$ cat src/hdl/bqwd_pkg.sv
package bqwd_pkg;

   localparam int unsigned WeightsPerBlock = 32;
   localparam int unsigned HalfBlock = WeightsPerBlock / 2;
   localparam logic [5:0] Q8BlockLen = 6'd34;
   localparam logic [5:0] Q4BlockLen = 6'd18;
   localparam logic [63:0] DefaultNan = 64'h7FF8_0000_0000_0000;
   localparam logic [63:0] ExpAllOnes = 64'h7FF0_0000_0000_0000;

   typedef enum logic [0:0] {
      FMT_Q8 = 1'b0,
      FMT_Q4 = 1'b1
   } format_type;

   typedef enum logic [0:0] {
      CSR_FORMAT = 1'b0,
      CSR_COUNT  = 1'b1
   } csr_index_type;

   // One pending weight handed from the parser to the converter.
   typedef struct packed {
      logic [15:0] scale;
      logic [4:0]  qval;
      logic        last;
   } work_type;

   // Exact product of a binary16 scale and a signed integer (-128..127) as binary64.
   function automatic logic [63:0] scaled_weight(input logic [15:0] half,
                                                 input logic signed [7:0] q);
      logic        hsign;
      logic [4:0]  ex;
      logic [9:0]  mn;
      logic        qsign;
      logic [7:0]  qmag;
      logic        sgn;
      logic [10:0] m;
      logic [18:0] p;
      logic [4:0]  top;
      logic [10:0] expo;
      logic [51:0] frac;
      logic [70:0] shifted;
      hsign = half[15];
      ex = half[14:10];
      mn = half[9:0];
      qsign = q[7];
      qmag = q[7] ? 8'(-q) : 8'(q);
      sgn = hsign ^ qsign;
      m = (ex == 5'd0) ? {1'b0, mn} : {1'b1, mn};
      p = 19'(m) * 19'(qmag);
      top = 5'd0;
      for (int i = 0; i < 19; i++) begin
         if (p[i]) top = 5'(i);
      end
      expo = (ex == 5'd0) ? 11'(11'd999 + 11'(top))
                          : 11'(11'd998 + 11'(ex) + 11'(top));
      shifted = {52'd0, p} << (7'd52 - 7'(top));
      frac = shifted[51:0];
      if (ex == 5'h1F) begin
         if (mn != 10'd0) scaled_weight = {hsign, 63'd0} | DefaultNan | {12'd0, mn, 42'd0};
         else if (qmag == 8'd0) scaled_weight = DefaultNan;
         else scaled_weight = {sgn, 63'd0} | ExpAllOnes;
      end else if (p == 19'd0) begin
         scaled_weight = {sgn, 63'd0};
      end else begin
         scaled_weight = {sgn, expo, frac};
      end
   endfunction

endpackage

$ cat src/hdl/bqwd_front.sv
module bqwd_front import bqwd_pkg::*; #(
   parameter int unsigned INDEX_BITS = 40
) (
   input  logic                  clock,
   input  logic                  reset,
   input  logic                  csr_write,
   input  logic                  csr_index,
   input  logic [39:0]           csr_data,
   input  logic                  req_valid,
   output logic                  req_stall,
   input  logic [7:0]            req_data_byte,
   output logic                  q_valid,
   input  logic                  q_stall,
   output logic [7:0]            q_byte,
   output logic [15:0]           q_scale,
   output logic                  q_emit0,
   output logic                  q_emit1,
   output logic [INDEX_BITS-1:0] q_idx0,
   output logic [INDEX_BITS-1:0] q_idx1,
   output format_type            q_format
);
   localparam int unsigned BnBits = INDEX_BITS - 5;

   format_type            format_ff;
   logic [39:0]           count_ff;
   logic [5:0]            pos_ff, pos_in;
   logic [BnBits-1:0]     bn_ff, bn_in;
   logic [15:0]           scale_ff, scale_in;
   logic                  vld_ff;
   logic [7:0]            byte_ff;
   logic [15:0]           qscale_ff;
   logic                  e0_ff, e1_ff;
   logic [INDEX_BITS-1:0] i0_ff, i1_ff;
   format_type            qfmt_ff;
   logic                  accept, is_data, e0, e1;
   logic [INDEX_BITS-1:0] i0, i1;
   logic [5:0]            blen;
   logic [48:0]           c0, c1, cnt;

   assign req_stall = vld_ff && q_stall;
   assign accept = req_valid && !req_stall;
   assign blen = (format_ff == FMT_Q4) ? Q4BlockLen : Q8BlockLen;
   assign is_data = pos_ff >= 6'd2;
   assign i0 = {bn_ff, 5'd0} + INDEX_BITS'(pos_ff - 6'd2);
   assign i1 = i0 + INDEX_BITS'(HalfBlock);
   assign c0 = 49'(i0);
   assign c1 = 49'(i1);
   assign cnt = 49'(count_ff);
   assign e0 = is_data && (c0 < cnt);
   assign e1 = is_data && (format_ff == FMT_Q4) && (c1 < cnt);

   always_comb begin
      scale_in = scale_ff;
      if (pos_ff == 6'd0) scale_in = {scale_ff[15:8], req_data_byte};
      else if (pos_ff == 6'd1) scale_in = {req_data_byte, scale_ff[7:0]};
      if (pos_ff + 6'd1 >= blen) begin
         pos_in = 6'd0;
         bn_in = bn_ff + BnBits'(1);
      end else begin
         pos_in = pos_ff + 6'd1;
         bn_in = bn_ff;
      end
   end

   always_ff @(posedge clock) begin
      if (reset) begin
         format_ff <= FMT_Q8;
         count_ff <= '0;
         pos_ff <= '0;
         bn_ff <= '0;
         scale_ff <= '0;
         vld_ff <= 1'b0;
      end else begin
         if (accept) begin
            pos_ff <= pos_in;
            bn_ff <= bn_in;
            scale_ff <= scale_in;
            vld_ff <= e0 || e1;
         end else if (!q_stall) begin
            vld_ff <= 1'b0;
         end
         if (csr_write && csr_index == CSR_FORMAT) begin
            format_ff <= format_type'(csr_data[0]);
            pos_ff <= '0;
            bn_ff <= '0;
         end
         if (csr_write && csr_index == CSR_COUNT) count_ff <= csr_data;
      end
   end

   always_ff @(posedge clock) begin
      if (accept) begin
         byte_ff <= req_data_byte;
         qscale_ff <= scale_ff;
         e0_ff <= e0;
         e1_ff <= e1;
         i0_ff <= i0;
         i1_ff <= i1;
         qfmt_ff <= format_ff;
      end
   end

   assign q_valid = vld_ff;
   assign q_byte = byte_ff;
   assign q_scale = qscale_ff;
   assign q_emit0 = e0_ff;
   assign q_emit1 = e1_ff;
   assign q_idx0 = i0_ff;
   assign q_idx1 = i1_ff;
   assign q_format = qfmt_ff;
endmodule

$ cat src/hdl/bqwd_back.sv
module bqwd_back import bqwd_pkg::*; #(
   parameter int unsigned INDEX_BITS = 40
) (
   input  logic                  clock,
   input  logic                  reset,
   input  logic                  q_valid,
   output logic                  q_stall,
   input  logic [7:0]            q_byte,
   input  logic [15:0]           q_scale,
   input  logic                  q_emit0,
   input  logic                  q_emit1,
   input  logic [INDEX_BITS-1:0] q_idx0,
   input  logic [INDEX_BITS-1:0] q_idx1,
   input  format_type            q_format,
   output logic                  rsp_valid,
   input  logic                  rsp_stall,
   output logic [63:0]           rsp_weight_bits,
   output logic [39:0]           rsp_weight_index,
   output logic                  rsp_last_in_item
);
   // Pending second weight of a q4_0 pair.
   logic                  hold_ff;
   work_type              hw_ff;
   logic [INDEX_BITS-1:0] hidx_ff;
   logic                  ov_ff;
   logic [63:0]           bits_ff;
   logic [39:0]           idx_ff;
   logic                  last_ff;
   logic                  out_free, take;
   logic signed [7:0]     q;
   logic [15:0]           sc;
   logic [INDEX_BITS-1:0] ix;
   logic                  lst;

   assign out_free = !ov_ff || !rsp_stall;
   assign take = q_valid && out_free && !hold_ff;
   assign q_stall = !(out_free && !hold_ff);

   always_comb begin
      if (hold_ff) begin
         q = 8'(signed'(hw_ff.qval));
         sc = hw_ff.scale;
         ix = hidx_ff;
         lst = hw_ff.last;
      end else if (q_format == FMT_Q4) begin
         if (q_emit0) begin
            q = 8'(signed'({1'b0, q_byte[3:0]})) - 8'sd8;
            ix = q_idx0;
            lst = !q_emit1;
         end else begin
            q = 8'(signed'({1'b0, q_byte[7:4]})) - 8'sd8;
            ix = q_idx1;
            lst = 1'b1;
         end
         sc = q_scale;
      end else begin
         q = signed'(q_byte);
         sc = q_scale;
         ix = q_idx0;
         lst = 1'b1;
      end
   end

   always_ff @(posedge clock) begin
      if (reset) begin
         hold_ff <= 1'b0;
         ov_ff <= 1'b0;
      end else if (out_free) begin
         ov_ff <= hold_ff || q_valid;
         if (hold_ff) hold_ff <= 1'b0;
         else if (take) hold_ff <= q_format == FMT_Q4 && q_emit0 && q_emit1;
      end
   end

   always_ff @(posedge clock) begin
      if (out_free && (hold_ff || q_valid)) begin
         bits_ff <= scaled_weight(sc, q);
         idx_ff <= 40'(ix);
         last_ff <= lst;
      end
      if (take) begin
         hw_ff.scale <= q_scale;
         hw_ff.qval <= 5'(signed'({1'b0, q_byte[7:4]}) - 6'sd8);
         hw_ff.last <= 1'b1;
         hidx_ff <= q_idx1;
      end
   end

   assign rsp_valid = ov_ff;
   assign rsp_weight_bits = bits_ff;
   assign rsp_weight_index = idx_ff;
   assign rsp_last_in_item = last_ff;
endmodule

$ cat src/hdl/block_quant_weight_dequantizer.sv
// Channel  Direction  Handshake          Payload
// req      in         req_valid/stall    req_data_byte
// rsp      out        rsp_valid/stall    rsp_weight_bits, rsp_weight_index, rsp_last_in_item
// A q8_0 byte yields one weight; a q4_0 byte yields up to two, which leave in turn through the single result register.
// From acceptance, a byte passes the front register and then the result register.
// Reset is synchronous and returns the parser to byte 0 of block 0.
// The front stage stalls only while its register is full and the back stage stalls.
module block_quant_weight_dequantizer import bqwd_pkg::*; #(
   parameter int unsigned INDEX_BITS = 40
) (
   input  logic        clock,
   input  logic        reset,
   input  logic        csr_write,
   input  logic        csr_index,
   input  logic [39:0] csr_data,
   input  logic        req_valid,
   output logic        req_stall,
   input  logic [7:0]  req_data_byte,
   output logic        rsp_valid,
   input  logic        rsp_stall,
   output logic [63:0] rsp_weight_bits,
   output logic [39:0] rsp_weight_index,
   output logic        rsp_last_in_item
);
   logic                  q_valid, q_stall, q_emit0, q_emit1;
   logic [7:0]            q_byte;
   logic [15:0]           q_scale;
   logic [INDEX_BITS-1:0] q_idx0, q_idx1;
   format_type            q_format;

   bqwd_front #(.INDEX_BITS(INDEX_BITS)) u_front (
      .clock, .reset, .csr_write, .csr_index, .csr_data,
      .req_valid, .req_stall, .req_data_byte,
      .q_valid, .q_stall, .q_byte, .q_scale, .q_emit0, .q_emit1,
      .q_idx0, .q_idx1, .q_format
   );

   bqwd_back #(.INDEX_BITS(INDEX_BITS)) u_back (
      .clock, .reset,
      .q_valid, .q_stall, .q_byte, .q_scale, .q_emit0, .q_emit1,
      .q_idx0, .q_idx1, .q_format,
      .rsp_valid, .rsp_stall, .rsp_weight_bits, .rsp_weight_index, .rsp_last_in_item
   );

`ifndef SYNTH
   a_rsp_hold: assert property (@(posedge clock) disable iff (reset)
      rsp_valid && rsp_stall |=> rsp_valid && $stable(rsp_weight_bits))
      else $error("result changed while stalled");
   a_q4_pair: assert property (@(posedge clock) disable iff (reset)
      rsp_valid && !rsp_stall && !rsp_last_in_item |=> rsp_valid && rsp_last_in_item)
      else $error("second weight of pair missing");
   a_no_req_after_reset: assert property (@(posedge clock)
      reset |=> !rsp_valid)
      else $error("result after reset");
`endif
endmodule
$ cat config.mk
export PLATFORM = sky130hd
export DESIGN_NAME = block_quant_weight_dequantizer
export DESIGN_NICKNAME = d
export VERILOG_FILES = /design/src/hdl/bqwd_pkg.sv /design/src/hdl/bqwd_front.sv /design/src/hdl/bqwd_back.sv /design/src/hdl/block_quant_weight_dequantizer.sv
export SDC_FILE = /design/constraint.sdc
export NUM_CORES = 1
export LEC_CHECK = 0
export BUFFER_PORTS_ARGS = -buffer_cell sky130_fd_sc_hd__buf_2
export CORE_ASPECT_RATIO = 0.5
export CORE_MARGIN = 2
export CORE_UTILIZATION = 28
export DETAILED_ROUTE_END_ITERATION = 8
export GPL_TIMING_DRIVEN = 0
export PLACE_DENSITY = 0.53
export SYNTH_ARGS = -nofsm -noshare
export SYNTH_HDL_FRONTEND = slang
export SYNTH_SLANG_ARGS = --single-unit
$ cat constraint.sdc
create_clock -name clock -period 11.8 [get_ports clock]
set_input_delay 3.54 -clock clock [delete_from_list [all_inputs] [get_ports clock]]
set_output_delay 3.54 -clock clock [all_outputs]
set_load 0.005 [all_outputs]
Word level (Yosys, flattened, before mapping)
Cells that the tools add are included.
{ "word_totals": {"romBits": 0, "elab_cells": 122, "output_inout_bits": 107, "latch_bits": 0, "mem_count": 0, "reg_bits": 374, "ramBits": 0} }
{ "op_classes": {"bitwise_logic": 6, "reduce_logical": 33, "addsub": 13, "shifts": 1, "div": 0, "order_cmp": 4, "n_mux": 40, "eq_ne": 2, "mul": 1} }
{ "ops": {"columns": ["operator", "n"], "rows": [
  ["64-bit two-way mux", 3],
  ["40-bit two-way mux", 3],
  ["40-bit < comparator", 2],
  ["64-bit by 52-bit bitwise OR with 64-bit output", 1],
  ["63-bit two-way mux", 1],
  ["19-bit by 7-bit << shifter with 52-bit output", 1],
  ["40-bit adder", 1],
  ["40-bit by 5-bit adder with 40-bit output, second input constant", 1],
  ["8-bit two-way mux", 5],
  ["35-bit by 1-bit adder with 35-bit output, second input constant", 1],
  ["4-bit two-way mux", 8],
  ["10-bit by 5-bit adder with 11-bit output, first input constant", 2],
  ["11-bit two-way mux", 2],
  ["5-bit two-way mux", 4],
  ["19-bit logical NOT", 1],
  ["11-bit by 8-bit multiplier with 19-bit output", 1],
  ["16-bit two-way mux", 1],
  ["4-bit by 4-bit subtractor with 5-bit output, second input constant", 3],
  ["1-bit logical AND", 13],
  ["3-bit two-way mux", 4],
  ["6-bit two-way mux", 2],
  ["11-bit by 5-bit adder with 11-bit output", 1],
  ["10-bit nonzero test", 1],
  ["8-bit logical NOT", 1],
  ["other kinds (21)", 37]
]} }

Depth between registers and ports, before layout
{ "logic_depth": {"ltp_word": 30, "depth_mapped": 41} }

Modules after synthesis
Synthesis repeated with hierarchy kept, for this count alone.
{ "unflattened": {"hier_cells": 2215, "area_unflattened_um2": 22750.6} }
{ "by_module_without_submodules": {"columns": ["module", "area_each_um2", "instances", "seq_area_each_um2", "cells_per_inst"], "rows": [
  ["bqwd_front", 11487.3, 1, 5074.9, 1193],
  ["bqwd_back", 11263.3, 1, 4994.8, 1022]
]} }

Worst setup path after synthesis
No wires, ideal clock.
{ "synth_timing": {"path_kind": "input-to-reg", "from": "input rsp_stall", "to": "register u_back.last_ff (netlist: u_back.rsp_last_in_item) (enable)", "arrival_ns": 8.666, "path_stages": 1, "path_slack_ns": 2.521, "path_buffers": 0, "path_cell_list": "a22oi_1"} }
{ "synth_via": {"elab_chain_cells": 3} }
{ "synth_rtl": {"columns": ["element", "line_no", "text"], "rows": [
  ["start: declaration", "block_quant_weight_dequantizer.sv:20", "input logic rsp_stall,"],
  ["1-bit logical NOT", "bqwd_back.sv:35", "assign out_free = !ov_ff || !rsp_stall;"],
  ["1-bit logical OR", "bqwd_back.sv:35", null],
  ["1-bit logical AND", "bqwd_back.sv:76", "if (out_free && (hold_ff || q_valid)) begin"],
  ["end signal: assignment", "bqwd_back.sv:79", "last_ff <= lst;"],
  ["end: declaration", "bqwd_back.sv:28", "logic last_ff;"]
]} }
Every way passes these cells.
A chain may end at the register's enable or synchronous reset.

Worst setup path in the final report
{ "layout_timing": {"from": "register u_back.hold_ff", "to": "register u_back.bits_ff[45] (netlist: u_back.rsp_weight_bits[45]) (data pin)"} }
{ "layout_via": {"elab_chain_cells": 27, "word_cells_on_any_way": 35} }
{ "layout_rtl": {"columns": ["element", "line_no", "text"], "rows": [
  ["start: declaration", "bqwd_back.sv:22", "logic hold_ff;"],
  ["start signal: assignment", "bqwd_back.sv:71", "else if (take) hold_ff <= q_format == FMT_Q4 && q_emit0 && q_emit1;"],
  ["8-bit two-way mux", "bqwd_back.sv:40", "if (hold_ff) begin"],
  ["8-bit negation", "bqwd_pkg.sv:46", "qmag = q[7] ? 8'(-q) : 8'(q);"],
  ["8-bit two-way mux", "bqwd_pkg.sv:46", null],
  ["11-bit by 8-bit multiplier with 19-bit output", "bqwd_pkg.sv:49", "p = 19'(m) * 19'(qmag);"],
  ["1-bit two-way mux", "bqwd_pkg.sv:52", "if (p[i]) top = 5'(i);"],
  ["2-bit two-way mux (2 in series)", "bqwd_pkg.sv:52", null],
  ["3-bit two-way mux (4 in series)", "bqwd_pkg.sv:52", null],
  ["4-bit two-way mux (8 in series)", "bqwd_pkg.sv:52", null],
  ["5-bit two-way mux (3 in series)", "bqwd_pkg.sv:52", null],
  ["5-bit two-way mux", "bqwd_back.sv:76", null],
  ["6-bit by 5-bit subtractor with 7-bit output", "bqwd_pkg.sv:56", "shifted = {52'd0, p} << (7'd52 - 7'(top));"],
  ["19-bit by 7-bit << shifter with 52-bit output", "bqwd_pkg.sv:56", null],
  ["63-bit two-way mux", "bqwd_pkg.sv:62", "end else if (p == 19'd0) begin"],
  ["64-bit two-way mux *", "bqwd_pkg.sv:58", "if (ex == 5'h1F) begin"],
  ["end signal: assignment", "bqwd_back.sv:77", "bits_ff <= scaled_weight(sc, q);"],
  ["end: declaration", "bqwd_back.sv:26", "logic [63:0] bits_ff;"]
]} }
Every way passes the cells marked *; elsewhere a longest branch is shown, timed or not. The select of a mux whose other input is x is not followed.

==> flow_metrics.env <==
export IMPL_status="complete, no violations"
export IMPL_hold_worst_slack_ns=0.4229
export IMPL_rsz0062_at_grt="no"
export IMPL_placed_area_sq_mm=0.02496
export IMPL_async_flop_share=0
export IMPL_die_w_um=405.2
export IMPL_final_area_sq_mm=0.02624
export IMPL_cts_sinks=369
export IMPL_critPathSlowestCell="mux2i_1"
export IMPL_drt_vias_per_instance=4.697
export IMPL_area_growth_pct=16.43
export IMPL_drv_cap=0
export IMPL_cp_start_kind="register"
export IMPL_arrival_ns=11.15
export IMPL_synth_top_area_share=0.3572
export IMPL_p_leak_nw=10.28
export IMPL_yosys_top_cells_area="edfxtp_1 (36%), ha_1 (9.6%), dfxtp_1 (9.0%)"
export IMPL_start_util=0.2832
export IMPL_peakVddDrop_mv=0.2218
export IMPL_grt_max_degree=61
export IMPL_critPathKind="reg2reg"
export IMPL_synth_edff_count=268
export IMPL_cts_root_buf="clkbuf_16"
export IMPL_gp_congestion=0.9051
export IMPL_grt_pass1_vias=16316
export IMPL_worstMarginPinSlew_ns=1.318
export IMPL_htreeDepth=2
export IMPL_regArea_sq_mm=0.01007
export IMPL_fin_crit_sh=0.9207
export IMPL_finalSetupTns_ns=0
export IMPL_drt_wl_total_um=56950
export IMPL_fin_crit_ns=10.86
export IMPL_fin_worst_skew_ns=0.02767
export IMPL_dieArea_sq_mm=0.08290
export IMPL_synth_area_sq_mm=0.02253
export IMPL_critPathRequiredTime_ns=12.09
export IMPL_yosysTopAreaCell="edfxtp_1"
export IMPL_std_cell_rows=73
export IMPL_max_freq_mhz=92.04
export IMPL_vias=16650
export IMPL_drt_initial_drc_count=1012
export IMPL_slew_violations=0
export IMPL_yosysWarningCount=0
export IMPL_nets=2711
export IMPL_die_y_um=204.6
export IMPL_drc_errors=0
export IMPL_finalSetupViolations=0
export IMPL_grt_overflow=0
export IMPL_core_area_sq_mm=0.07956
export IMPL_grt_pass1_wl_um=89780
export IMPL_ys_flop_type="edfxtp_1"
export IMPL_cts_made_buffers=38
export IMPL_cts_tree="yes"
export IMPL_max_stage_delay_ns=0.61
export IMPL_wl_per_cell_um=16.06
export IMPL_cpLargestDelayFamily="adder cells"
export IMPL_drt_pass1_iter_count=5
export IMPL_antenna_found_initial=2
export IMPL_ctsResizeCount=0
export IMPL_slew_headroom=0.09618
export IMPL_multi_input_area_sq_mm=0.01167
export IMPL_synth_cell_type_count=86
export IMPL_critical_path_buf_inv_count=9
export IMPL_ant_nets=0
export IMPL_synth_seq_cells=369
export IMPL_cp_max_fo=11
export IMPL_hold_viol_final=0
export IMPL_drive_gt1_frac=0.1221
export IMPL_hp_class="reg2reg"
export IMPL_ios=161
export IMPL_clk_pin_slew_ns=0.07
export IMPL_grtUsageTotal=0.1362
export IMPL_hpwl_um=43730
export IMPL_synth_area_per_cell_sq_um=10.29
export IMPL_synthCells=2189
export IMPL_yosysSeqAreaShare=0.4469
export IMPL_postCtsHoldBufs=0
export IMPL_clock_latency_ns=0.58
export IMPL_endpoint_kind="register"
export IMPL_cts_buffer_depth=3
export IMPL_fillerInstances=8184
export IMPL_port_buffers=159
export IMPL_powerDensity_mw_per_mm2=228.9
export IMPL_cts_setup_buffers=0
## cells in the mapped netlist (6+ instances only)
cell and count:
mux2i_1 82, o21ai_0 98, and2_1 14, a311oi_1 7, nand3_1 46, a21oi_1 135
nand2_1 216, nand2b_1 16, fa_1 57, a211oi_1 19, or2_2 22, nor3_1 39
a22oi_1 6, a31oi_1 15, clkbuf_1 65, edfxtp_1 268, nor4_1 10, buf_1 10
or3_1 10, and3_1 20, nand4_1 35, nor2_1 220, mux2_2 10, nor2b_1 13
o221ai_1 6, inv_1 152, o31ai_1 8, xnor2_1 80, o21bai_1 6, ha_1 172
dfxtp_1 101, o211ai_1 12, xor2_1 45, a21o_1 49, o21a_1 11
## stage by stage
stage,worst slack (ns),instances,total power (W),util
2_1_floorplan,2.521,2220,0.003991,-
3_3_place_gp,-0.1912,3466,0.004761,0.3118
3_5_place_dp,1.029,3474,0.004765,0.3137
4_1_cts,0.9532,3543,0.006024,0.3296
5_1_grt,0.1167,3545,0.006464,0.3298
6_report,0.9356,3545,0.006005,0.3298
## logic make-up (layout without fill, tap and decap cells)
family,count (synthesis),in the layout,share of synthesized area
fa+ha+maj,229,229,0.1461
buf+inv,238,475,0.04065
flops,369,369,0.4469
xor+xnor,127,127,0.05053
simple gates,691,691,0.1418
compound gates,434,434,0.1239
other cells,1,33,0.0001664
mux,100,100,0.04992
## final timing paths
check | startpoint | end | slack (ns) | depth (start not counted)
max | u_back.hold_ff$_SDFFE_PP0N_ | u_back.rsp_weight_bits[45]$_DFFE_PP_ | 0.94 | 33
min | u_front.scale_ff[0]$_SDFFE_PP0P_ | u_front.q_scale[0]$_DFFE_PP_ | 0.42 | 0
min reg2reg | u_front.scale_ff[0]$_SDFFE_PP0P_ | u_front.q_scale[0]$_DFFE_PP_ | 0.42 | 0
max reg2reg | u_back.hold_ff$_SDFFE_PP0N_ | u_back.rsp_weight_bits[45]$_DFFE_PP_ | 0.94 | 33
## routing by layer
layer | vias to the layer above | global-route usage | wire (um)
met1 | 7955 | 0.1742 | 25600
met5 | - | 0 | 0
met2 | 323 | 0.2327 | 27280
li1 | 8292 | - | -
met4 | 0 | 0.04638 | 1584
met3 | 80 | 0.02303 | 2481
## sequential cells by signal (all words and copies together), names as in the netlist, 6 cells and up
signal                   flops
u_back.rsp_weight_bits      64
u_back.hidx_ff              40
u_back.rsp_weight_index     40
u_front.count_ff            40
u_front.q_idx1              40
u_front.q_idx0              36
u_front.bn_ff               35
u_back.hw_ff                20
u_front.q_scale             16
u_front.scale_ff            16
u_front.q_byte               8
u_front.pos_ff               6
## power breakdown
part | total, W | switching (W) | internal [W]
Combinational | 0.00317 | 0.00196 | 0.00122
Clock | 0.00122 | 0.000541 | 0.000680
Sequential | 0.00161 | 0.0000244 | 0.00159
Total | 0.00601 | 0.00252 | 0.00348
## cells in the final DEF, fill, tap and decap left out, types with 40 or more instances in the layout
cell       count
nand2_1      216
inv_1        151
xor2_1        45
nor2_1       220
xnor2_1       80
dfxtp_1      101
buf_2        164
nand3_1       46
a21oi_1      135
edfxtp_1     268
o21ai_0       98
ha_1         172
clkbuf_16     40
fa_1          57
clkbuf_1      71
mux2i_1       81
a21o_1        49
## cell type report
| cell class | instances | share of cell area |
|---|---|---|
| Inverter | 154 | 0.02222 |
| Clock inverter | 19 | 0.007058 |
| Multi-Input combinational cell | 1613 | 0.4450 |
| Timing Repair Buffer | 168 | 0.03601 |
| Tap cell | 1087 | 0.05184 |
| Clock buffer | 50 | 0.04111 |
| Antenna cell | 1 | 0.00009538 |
| Buffer | 84 | 0.01288 |
| Sequential cell | 369 | 0.3838 |
(Power assumes the default switching activity.)
